<file path="src/rtl/core/tcpck_pkg.sv">
package tcpck_pkg;

   localparam logic [7:0]  ProtoTcp      = 8'd6;
   localparam logic [3:0]  MinWords      = 4'd5;
   localparam logic [15:0] LenFieldHi    = 16'd2;
   localparam logic [15:0] LenFieldLo    = 16'd3;
   localparam logic [15:0] FixedHdrBytes = 16'd4;
   localparam logic [15:0] OffsetByte    = 16'd12;
   localparam logic [15:0] PseudoFirst   = 16'd12;
   localparam logic [15:0] PseudoEnd     = 16'd20;
   localparam logic [15:0] IndexMax      = 16'hffff;

   typedef struct packed {
      logic [15:0] idx;
      logic [15:0] hdr_sum;
      logic [15:0] seg_sum;
      logic [7:0]  pend;
      logic [3:0]  hdr_words;
      logic [15:0] total_len;
      logic [3:0]  seg_offset;
   } snap_type;

   // end-around carry add; one fold is enough for two 16-bit operands
   function automatic logic [15:0] oc_add(input logic [15:0] a, input logic [15:0] b);
      logic [16:0] s;
      s = {1'b0, a} + {1'b0, b};
      return s[15:0] + {15'b0, s[16]};
   endfunction

   function automatic logic in_pseudo(input logic [15:0] idx);
      return (idx >= PseudoFirst) && (idx < PseudoEnd);
   endfunction

endpackage

</file>
<file path="src/rtl/core/tcpck_accum.sv">
module tcpck_accum
   import tcpck_pkg::*;
(
   input  logic       clock,
   input  logic       reset,
   input  logic       req_valid,
   output logic       req_ready,
   input  logic [7:0] req_data_byte,
   input  logic       req_last_byte,
   output logic       snap_valid,
   input  logic       snap_ready,
   output snap_type   snap
);

   logic        in_v_ff, in_v_in;
   logic [7:0]  byte_ff;
   logic        last_ff;

   logic [15:0] idx_ff, idx_in;
   logic [15:0] hs_ff, hs_in;
   logic [15:0] ss_ff, ss_in;
   logic [3:0]  hw_ff, hw_in;
   logic [15:0] tl_ff, tl_in;
   logic [3:0]  so_ff, so_in;
   logic [7:0]  pend_ff, pend_in;

   logic        snap_v_ff, snap_v_in;
   snap_type    snap_ff, snap_in;

   logic        s1_fire, snap_free, accept;
   logic [3:0]  hw_n;
   logic [15:0] hl16, tl_n, w, seg_a;
   logic        counted, in_hdr;

   assign snap_free  = !snap_v_ff || snap_ready;
   assign s1_fire    = in_v_ff && (!last_ff || snap_free);
   assign req_ready  = !in_v_ff || s1_fire;
   assign accept     = req_valid && req_ready;
   assign snap_valid = snap_v_ff;
   assign snap       = snap_ff;

   always_comb begin
      hw_n = (idx_ff == '0) ? byte_ff[3:0] : hw_ff;
      hl16 = {10'b0, hw_n, 2'b00};
      tl_n = tl_ff;
      if (idx_ff == LenFieldHi) begin
         tl_n = {byte_ff, tl_ff[7:0]};
      end
      if (idx_ff == LenFieldLo) begin
         tl_n = {tl_ff[15:8], byte_ff};
      end
      counted = (idx_ff < FixedHdrBytes) || (idx_ff < tl_n);
      in_hdr  = idx_ff < hl16;
      w       = {pend_ff, byte_ff};

      so_in   = so_ff;
      pend_in = pend_ff;
      hs_in   = hs_ff;
      ss_in   = ss_ff;
      seg_a   = in_hdr ? ss_ff : oc_add(ss_ff, w);
      if (counted) begin
         if (!in_hdr && (idx_ff == hl16 + OffsetByte)) begin
            so_in = byte_ff[7:4];
         end
         if (!idx_ff[0]) begin
            pend_in = byte_ff;
         end else begin
            hs_in = in_hdr ? oc_add(hs_ff, w) : hs_ff;
            ss_in = in_pseudo(idx_ff) ? oc_add(seg_a, w) : seg_a;
         end
      end
      hw_in  = hw_n;
      tl_in  = tl_n;
      idx_in = (idx_ff == IndexMax) ? idx_ff : idx_ff + 16'd1;

      snap_in.idx        = idx_ff;
      snap_in.hdr_sum    = hs_in;
      snap_in.seg_sum    = ss_in;
      snap_in.pend       = pend_in;
      snap_in.hdr_words  = hw_in;
      snap_in.total_len  = tl_in;
      snap_in.seg_offset = so_in;

      if (accept) begin
         in_v_in = 1'b1;
      end else if (s1_fire) begin
         in_v_in = 1'b0;
      end else begin
         in_v_in = in_v_ff;
      end

      if (s1_fire && last_ff) begin
         snap_v_in = 1'b1;
      end else if (snap_ready) begin
         snap_v_in = 1'b0;
      end else begin
         snap_v_in = snap_v_ff;
      end
   end

   always_ff @(posedge clock) begin
      if (accept) begin
         byte_ff <= req_data_byte;
         last_ff <= req_last_byte;
      end
      if (s1_fire && last_ff) begin
         snap_ff <= snap_in;
      end
   end

   always_ff @(posedge clock) begin
      if (reset) begin
         in_v_ff   <= 1'b0;
         snap_v_ff <= 1'b0;
         idx_ff    <= '0;
         hs_ff     <= '0;
         ss_ff     <= '0;
         hw_ff     <= '0;
         tl_ff     <= '0;
         so_ff     <= '0;
         pend_ff   <= '0;
      end else begin
         in_v_ff   <= in_v_in;
         snap_v_ff <= snap_v_in;
         if (s1_fire) begin
            if (last_ff) begin
               idx_ff  <= '0;
               hs_ff   <= '0;
               ss_ff   <= '0;
               hw_ff   <= '0;
               tl_ff   <= '0;
               so_ff   <= '0;
               pend_ff <= '0;
            end else begin
               idx_ff  <= idx_in;
               hs_ff   <= hs_in;
               ss_ff   <= ss_in;
               hw_ff   <= hw_in;
               tl_ff   <= tl_in;
               so_ff   <= so_in;
               pend_ff <= pend_in;
            end
         end
      end
   end

endmodule

</file>
<file path="src/rtl/core/tcpck_finish.sv">
module tcpck_finish
   import tcpck_pkg::*;
(
   input  logic        clock,
   input  logic        reset,
   input  logic        snap_valid,
   output logic        snap_ready,
   input  snap_type    snap,
   output logic        rsp_valid,
   input  logic        rsp_ready,
   output logic [15:0] rsp_ip_checksum,
   output logic [15:0] rsp_tcp_checksum,
   output logic        rsp_length_error
);

   logic        out_v_ff, out_v_in;
   logic [15:0] ip_ff, ip_in;
   logic [15:0] tcp_ff, tcp_in;
   logic        err_ff, err_in;

   logic [16:0] received, count, last_idx, tl17;
   logic [15:0] hl16, pad_w, hs_p, ss_a, ss_b, ss_c, ss_d, tcp_len, seg_bytes;
   logic        odd, pad_hdr, len_short;

   assign snap_ready       = !out_v_ff || rsp_ready;
   assign rsp_valid        = out_v_ff;
   assign rsp_ip_checksum  = ip_ff;
   assign rsp_tcp_checksum = tcp_ff;
   assign rsp_length_error = err_ff;

   always_comb begin
      hl16     = {10'b0, snap.hdr_words, 2'b00};
      tl17     = {1'b0, snap.total_len};
      received = {1'b0, snap.idx} + 17'd1;
      count    = ((snap.idx < FixedHdrBytes) || (received <= tl17)) ? received : tl17;
      odd      = count[0];
      last_idx = count - 17'd1;
      pad_hdr  = last_idx < {1'b0, hl16};
      pad_w    = {snap.pend, 8'h00};

      hs_p = (odd && pad_hdr) ? oc_add(snap.hdr_sum, pad_w) : snap.hdr_sum;
      ss_a = (odd && !pad_hdr) ? oc_add(snap.seg_sum, pad_w) : snap.seg_sum;
      ss_b = (odd && in_pseudo(last_idx[15:0])) ? oc_add(ss_a, pad_w) : ss_a;
      ss_c = oc_add(ss_b, {8'b0, ProtoTcp});
      tcp_len = snap.total_len - hl16;
      ss_d = oc_add(ss_c, tcp_len);

      len_short = snap.total_len < hl16;
      seg_bytes = {10'b0, snap.seg_offset, 2'b00};
      err_in = (received < tl17) || (snap.hdr_words < MinWords) || len_short ||
               (!len_short && ((snap.seg_offset < MinWords) || (seg_bytes > tcp_len)));
      ip_in  = ~hs_p;
      tcp_in = ~ss_d;

      if (snap_valid && snap_ready) begin
         out_v_in = 1'b1;
      end else if (rsp_ready) begin
         out_v_in = 1'b0;
      end else begin
         out_v_in = out_v_ff;
      end
   end

   always_ff @(posedge clock) begin
      if (snap_valid && snap_ready) begin
         ip_ff  <= ip_in;
         tcp_ff <= tcp_in;
         err_ff <= err_in;
      end
   end

   always_ff @(posedge clock) begin
      if (reset) begin
         out_v_ff <= 1'b0;
      end else begin
         out_v_ff <= out_v_in;
      end
   end

endmodule

</file>
<file path="src/rtl/core/ipv4_tcp_checksum_engine_top.sv">
// A last byte's result passes the input, snapshot and output registers.
// Throughput: one byte per cycle, one sum update each, unless a last byte waits.
// A byte is taken while a finished result still waits in the output register.
// Reset: synchronous, active high; clears all sums, counters and valid flags.
module ipv4_tcp_checksum_engine_top
   import tcpck_pkg::*;
(
   input  logic        clock,
   input  logic        reset,
   input  logic        req_valid,
   output logic        req_ready,
   input  logic [7:0]  req_data_byte,
   input  logic        req_last_byte,
   output logic        rsp_valid,
   input  logic        rsp_ready,
   output logic [15:0] rsp_ip_checksum,
   output logic [15:0] rsp_tcp_checksum,
   output logic        rsp_length_error
);

   logic     snap_valid;
   logic     snap_ready;
   snap_type snap;

   tcpck_accum u_accum (
      .clock         (clock),
      .reset         (reset),
      .req_valid     (req_valid),
      .req_ready     (req_ready),
      .req_data_byte (req_data_byte),
      .req_last_byte (req_last_byte),
      .snap_valid    (snap_valid),
      .snap_ready    (snap_ready),
      .snap          (snap)
   );

   tcpck_finish u_finish (
      .clock            (clock),
      .reset            (reset),
      .snap_valid       (snap_valid),
      .snap_ready       (snap_ready),
      .snap             (snap),
      .rsp_valid        (rsp_valid),
      .rsp_ready        (rsp_ready),
      .rsp_ip_checksum  (rsp_ip_checksum),
      .rsp_tcp_checksum (rsp_tcp_checksum),
      .rsp_length_error (rsp_length_error)
   );

endmodule

</file>
<file path="config.mk">
export PLATFORM = sky130hd
export DESIGN_NAME = ipv4_tcp_checksum_engine_top
export DESIGN_NICKNAME = d
export VERILOG_FILES = /design/src/rtl/core/tcpck_pkg.sv /design/src/rtl/core/tcpck_accum.sv /design/src/rtl/core/tcpck_finish.sv /design/src/rtl/core/ipv4_tcp_checksum_engine_top.sv
export SDC_FILE = /design/constraint.sdc
export NUM_CORES = 1
export LEC_CHECK = 0
export ABC_AREA = 1
export BUFFER_PORTS_ARGS = -buffer_cell sky130_fd_sc_hd__buf_2
export CAP_MARGIN = 25
export CORE_MARGIN = 3
export CORE_UTILIZATION = 60
export DETAILED_ROUTE_END_ITERATION = 7
export HOLD_SLACK_MARGIN = 0.1
export PLACE_DENSITY = 0.89
export SETUP_SLACK_MARGIN = 0.05
export SYNTH_ARGS = -nofsm -noshare
export SYNTH_HDL_FRONTEND = slang
export SYNTH_SLANG_ARGS = --single-unit
</file>
<file path="constraint.sdc">
create_clock -name clock -period 12.6 [get_ports clock]
set_input_delay 2.52 -clock clock [delete_from_list [all_inputs] [get_ports clock]]
set_output_delay 2.52 -clock clock [all_outputs]
set_load 0.02 [all_outputs]
</file>
==> results.json <==
{
  "number_of_enable_flip_flop_cells_after_synthesis": 122,
  "area.growth.synth_to_final_pct": 11.8,
  "synth_area_um2": 17500,
  "synth_top_cells_by_area": "sky130_fd_sc_hd__edfxtp_1 21%, sky130_fd_sc_hd__nand2_1 12%, sky130_fd_sc_hd__ha_1 11%, sky130_fd_sc_hd__dfxtp_1 9.5%, sky130_fd_sc_hd__inv_1 7.8%",
  "port_buffers": 47,
  "ys_dominant_reg_cell": "sky130_fd_sc_hd__edfxtp_1",
  "antenna_violations_before_repair": 0,
  "dr.first_iter.drc_count": 1549,
  "die_x_um": 177,
  "ioPinCount": 48,
  "timing.final.ws_setup_ns": 0.603,
  "hp-class": "flop to flop",
  "power.sequential.fraction_pct": 41.8,
  "cts.sink_count": 205,
  "n_fill_cell": 2238,
  "postSynth.asyncResetShare_pct": 0,
  "power.share.combinational_pct": 17.9,
  "dr.pass1.iters": 5,
  "cts_buffers": 22,
  "worstPathMaxFanout": 6,
  "critical_path_arrival_ns": 12.26,
  "totalNegativeSetupSlack_ns": 0,
  "startpoint_types": "flop",
  "track_usage_pct": 28.9,
  "final_antenna_net_count": 0,
  "final_cells": 2926,
  "worst_clock_skew_ns": 0.0223,
  "timing.rr.start": "u_accum.snap[64]",
  "netlist.top_cell.by_area": "sky130_fd_sc_hd__edfxtp_1",
  "die-area_um2": 31300,
  "endpoint_kind": "flop",
  "hpwl_um": 34800,
  "area_inside_the_core_boundary_um2": 28300,
  "globalRouteOverflowTotal": 0,
  "cts_tree": "yes",
  "timing.critical_path.slowest_cell_delay_ns": 0.45,
  "power_density_nw_per_um2": 90.3,
  "cpMaxStageDelayCell": "sky130_fd_sc_hd__edfxtp_1",
  "finalWeightedCongestion": 0.953,
  "wl_per_cell_um": 16.0,
  "dpl-instance-area_um2": 18100,
  "power.switching_uw": 507,
  "cp_num_buf_inv": 9,
  "ctsRootBufferMaster": "sky130_fd_sc_hd__clkbuf_16",
  "layout_worst_path_cycle_share_pct": 95.2,
  "outcome": "finished, final reports clean",
  "internal_power_uw": 1260,
  "required_ns": 12.86,
  "post_route_cell_area_um2": 19600,
  "path_clk_slew_ns": 0.06,
  "cts_max_level": 1,
  "final_hold_viol_count": 0,
  "detailroute.via_count": 16700,
  "postSynthAreaPerCell_um2": 7.16,
  "leakage_uw": 0.00904,
  "synthesis.nets": 2627,
  "timing_worst_setup_path_type": "flop to flop",
  "die_height_um": 177,
  "placed_cells_incl_taps": 2841,
  "count_of_maximum_capacitance_violations": 0,
  "n_antenna_cell": 0,
  "count_of_endpoints_failing_setup_in_the_final_report": 0,
  "max-vdd-ir-drop_v": 0.000123,
  "synth_top_area_share_pct": 20.9,
  "layout_min_cycle_time_ns": 12.00,
  "power_frac_clock_pct": 40.3,
  "critical_path.most_common_cell": "sky130_fd_sc_hd__nand2_1",
  "global_route_wire_length_before_repair_um": 74900,
  "critical_path.startpoint": "u_accum.snap[64]",
  "clk_path_buf_depth": 3,
  "finalMaxSlewViolations": 0,
  "drive_gt1_share_pct": 11.9,
  "timing.max_slew.rel_slack_pct": 31.5,
  "syn-instance-count": 2449,
  "grt_pass1_vias": 15800,
  "hold_path.startpoint": "u_accum.tl_ff[8]",
  "grt_start_max_net_pins": 81,
  "clock_insertion_delay_worst_skew_ns": 0.53,
  "worst_path_dominant_cell_family": "simple AND/OR/NAND/NOR gates",
  "cts_hold_buffers": 0,
  "max_clock_freq_ghz": 0.0834,
  "postRouteWirelength_um": 46800,
  "viasPerCell": 5.72,
  "power_switching_share_pct": 28.6,
  "drt_drc_violations_left": 0,
  "max_slew.worst_pin.slew_ns": 1.02,
  "final_nets": 2710,
  "placement_row_count": 61,
  "dp_slack_ns": -0.437,
  "synth-seq-cells": 205,
  "ys_types": 56,
  "synth_seq_area_share_pct": 30.3,
  "ys_warn_count": 0,
  "start_util_pct": 62.0
}
## routing by layer
| metal | part of all wire, % | vias up | GRT usage, % | routed length [um] |
|---|---|---|---|---|
| met4 | 3.8 | 0 | 10.7 | 1770 |
| met2 | 48 | 656 | 49.3 | 22300 |
| met3 | 7.4 | 132 | 3.02 | 3460 |
| met5 | 0 | - | 0 | 0 |
| li1 | - | 8226 | - | - |
| met1 | 41 | 7709 | 38.0 | 19300 |
## state kept, by name (all words and copies together), names as in the netlist
| signal | cells |
|---|---|
| u_finish.rsp_length_error | 1 |
| u_accum.hw_ff | 4 |
| u_finish.rsp_ip_checksum | 16 |
| u_accum.hs_ff | 16 |
| u_accum.ss_ff | 16 |
| u_accum.snap_valid | 1 |
| u_accum.pend_ff | 8 |
| u_accum.tl_ff | 16 |
| u_finish.rsp_tcp_checksum | 16 |
| u_accum.last_ff | 1 |
| u_accum.snap | 80 |
| u_accum.in_v_ff | 1 |
| u_accum.byte_ff | 8 |
| u_accum.so_ff | 4 |
| u_accum.idx_ff | 16 |
| u_finish.rsp_valid | 1 |
## kinds of logic (layout without fill, tap and decap cells)
group | after synthesis | count (layout) | share of synthesized area, %
simple gates | 1114 | 1120 | 28.4
xor+xnor | 141 | 141 | 7.08
fa+ha+maj | 165 | 165 | 12.1
compound gates | 392 | 392 | 12.4
flops | 205 | 205 | 30.3
mux | 6 | 6 | 0.342
buf+inv | 426 | 519 | 9.36
## area by class of cell
type	instances	area [um^2]	share of cell area, %
Multi-Input combinational cell	1824	10900	55.8
Tap cell	378	473	2.41
Sequential cell	205	5330	27.1
Inverter	383	1440	7.34
Timing Repair Buffer	96	628	3.20
Clock inverter	12	195	0.995
Clock buffer	28	616	3.14
## path summary, 6_finish.rpt
| kind | cells past startpoint | slack, ns | to |
|---|---|---|---|
| min reg2reg | 2 | 0.47 | u_accum.tl_ff[8] |
| min | 2 | 0.47 | u_accum.tl_ff[8] |
| max | 88 | 0.60 | u_finish.rsp_tcp_checksum[15] |
| max reg2reg | 88 | 0.60 | u_finish.rsp_tcp_checksum[15] |
## cell usage after synthesis (3+ instances only)
cell type	n
sky130_fd_sc_hd__buf_2	4
sky130_fd_sc_hd__nand2_1	581
sky130_fd_sc_hd__nand3b_1	7
sky130_fd_sc_hd__edfxtp_1	122
sky130_fd_sc_hd__o31ai_1	10
sky130_fd_sc_hd__nor3_1	36
sky130_fd_sc_hd__xor2_1	105
sky130_fd_sc_hd__and2_1	5
sky130_fd_sc_hd__a31oi_1	10
sky130_fd_sc_hd__o21ai_0	107
sky130_fd_sc_hd__inv_1	365
sky130_fd_sc_hd__nor2_4	10
sky130_fd_sc_hd__o21ai_1	6
sky130_fd_sc_hd__nand4_1	48
sky130_fd_sc_hd__nor2_2	20
sky130_fd_sc_hd__fa_1	8
sky130_fd_sc_hd__clkbuf_1	33
sky130_fd_sc_hd__a221oi_1	3
sky130_fd_sc_hd__nand4_2	3
sky130_fd_sc_hd__inv_2	16
sky130_fd_sc_hd__o21bai_1	27
sky130_fd_sc_hd__dfxtp_1	83
sky130_fd_sc_hd__xnor2_1	35
sky130_fd_sc_hd__o211ai_1	3
sky130_fd_sc_hd__nand3_2	11
sky130_fd_sc_hd__or2_2	14
sky130_fd_sc_hd__a21o_1	7
sky130_fd_sc_hd__nand3_1	119
sky130_fd_sc_hd__nor2_1	214
sky130_fd_sc_hd__mux2i_1	6
sky130_fd_sc_hd__a21oi_1	199
sky130_fd_sc_hd__buf_6	4
sky130_fd_sc_hd__nor4_1	9
sky130_fd_sc_hd__a22oi_1	5
sky130_fd_sc_hd__nand2_4	6
sky130_fd_sc_hd__ha_1	157
sky130_fd_sc_hd__nand2_2	24
## repair_timing
item                                    4_1_cts  5_1_grt
endpoints found under the setup margin        7       15
gates resized for setup                      11       67
buffers inserted                              0       38
gates cloned                                  1        5
pin swaps                                     0       41
## power by group through the flow
stage          Combinational, uW  Sequential [uW]  Clock [uW]
2_1_floorplan                221              752           0
3_3_place_gp                 277              754           0
3_5_place_dp                 289              755           0
4_1_cts                      294              741         721
5_1_grt                      352              742         749
6_report                     317              741         714
## per-stage QoR
stage	util, %	hold slack [ns]	power, uW
6_report	69.3	0.467	1770
5_1_grt	69.3	0.480	1840
2_1_floorplan	-	0.442	974
3_5_place_dp	64.1	0.452	1040
4_1_cts	67.1	0.466	1750
3_3_place_gp	64.1	0.449	1030
## cell usage in the layout (no fill, tap or decap), types with 6 or more instances in the layout
| cell | Yosys | layout |
|---|---|---|
| sky130_fd_sc_hd__nor2_4 | 10 | 18 |
| sky130_fd_sc_hd__ha_1 | 157 | 151 |
| sky130_fd_sc_hd__o21ai_1 | 6 | 12 |
| sky130_fd_sc_hd__a21o_1 | 7 | 7 |
| sky130_fd_sc_hd__inv_1 | 365 | 364 |
| sky130_fd_sc_hd__o31ai_1 | 10 | 10 |
| sky130_fd_sc_hd__fa_1 | 8 | 7 |
| sky130_fd_sc_hd__nand3_1 | 119 | 114 |
| sky130_fd_sc_hd__buf_2 | 4 | 47 |
| sky130_fd_sc_hd__dfxtp_1 | 83 | 83 |
| sky130_fd_sc_hd__nand3_4 | 2 | 6 |
| sky130_fd_sc_hd__nand3_2 | 11 | 14 |
| sky130_fd_sc_hd__nor3_1 | 36 | 33 |
| sky130_fd_sc_hd__xor2_1 | 105 | 105 |
| sky130_fd_sc_hd__xnor2_1 | 35 | 35 |
| sky130_fd_sc_hd__buf_4 | 2 | 47 |
| sky130_fd_sc_hd__edfxtp_1 | 122 | 122 |
| sky130_fd_sc_hd__mux2i_1 | 6 | 6 |
| sky130_fd_sc_hd__inv_2 | 16 | 16 |
| sky130_fd_sc_hd__o21bai_1 | 27 | 27 |
| sky130_fd_sc_hd__nand3b_1 | 7 | 7 |
| sky130_fd_sc_hd__nor2_1 | 214 | 199 |
| sky130_fd_sc_hd__nor2_2 | 20 | 27 |
| sky130_fd_sc_hd__nand2_2 | 24 | 37 |
| sky130_fd_sc_hd__clkbuf_16 | 0 | 24 |
| sky130_fd_sc_hd__a21oi_1 | 199 | 199 |
| sky130_fd_sc_hd__a31oi_1 | 10 | 10 |
| sky130_fd_sc_hd__nand2_1 | 581 | 564 |
| sky130_fd_sc_hd__o21ai_0 | 107 | 99 |
| sky130_fd_sc_hd__or2_2 | 14 | 14 |
| sky130_fd_sc_hd__nand2_4 | 6 | 11 |
| sky130_fd_sc_hd__nor4_1 | 9 | 9 |
| sky130_fd_sc_hd__nand4_1 | 48 | 48 |
## worst reg2reg max path: cells and delay by family (launching register included)
kind,cells,cell delay [ns]
flip-flops,1,0.45
adder cells (fa/ha/maj),9,2.32
XOR/XNOR,2,0.27
buffers and inverters,9,0.72
AND/OR/NAND/NOR,48,5.08
AO/OA/AOI/OAI,20,2.90
Note: power is estimated with default switching activity, not from simulation.
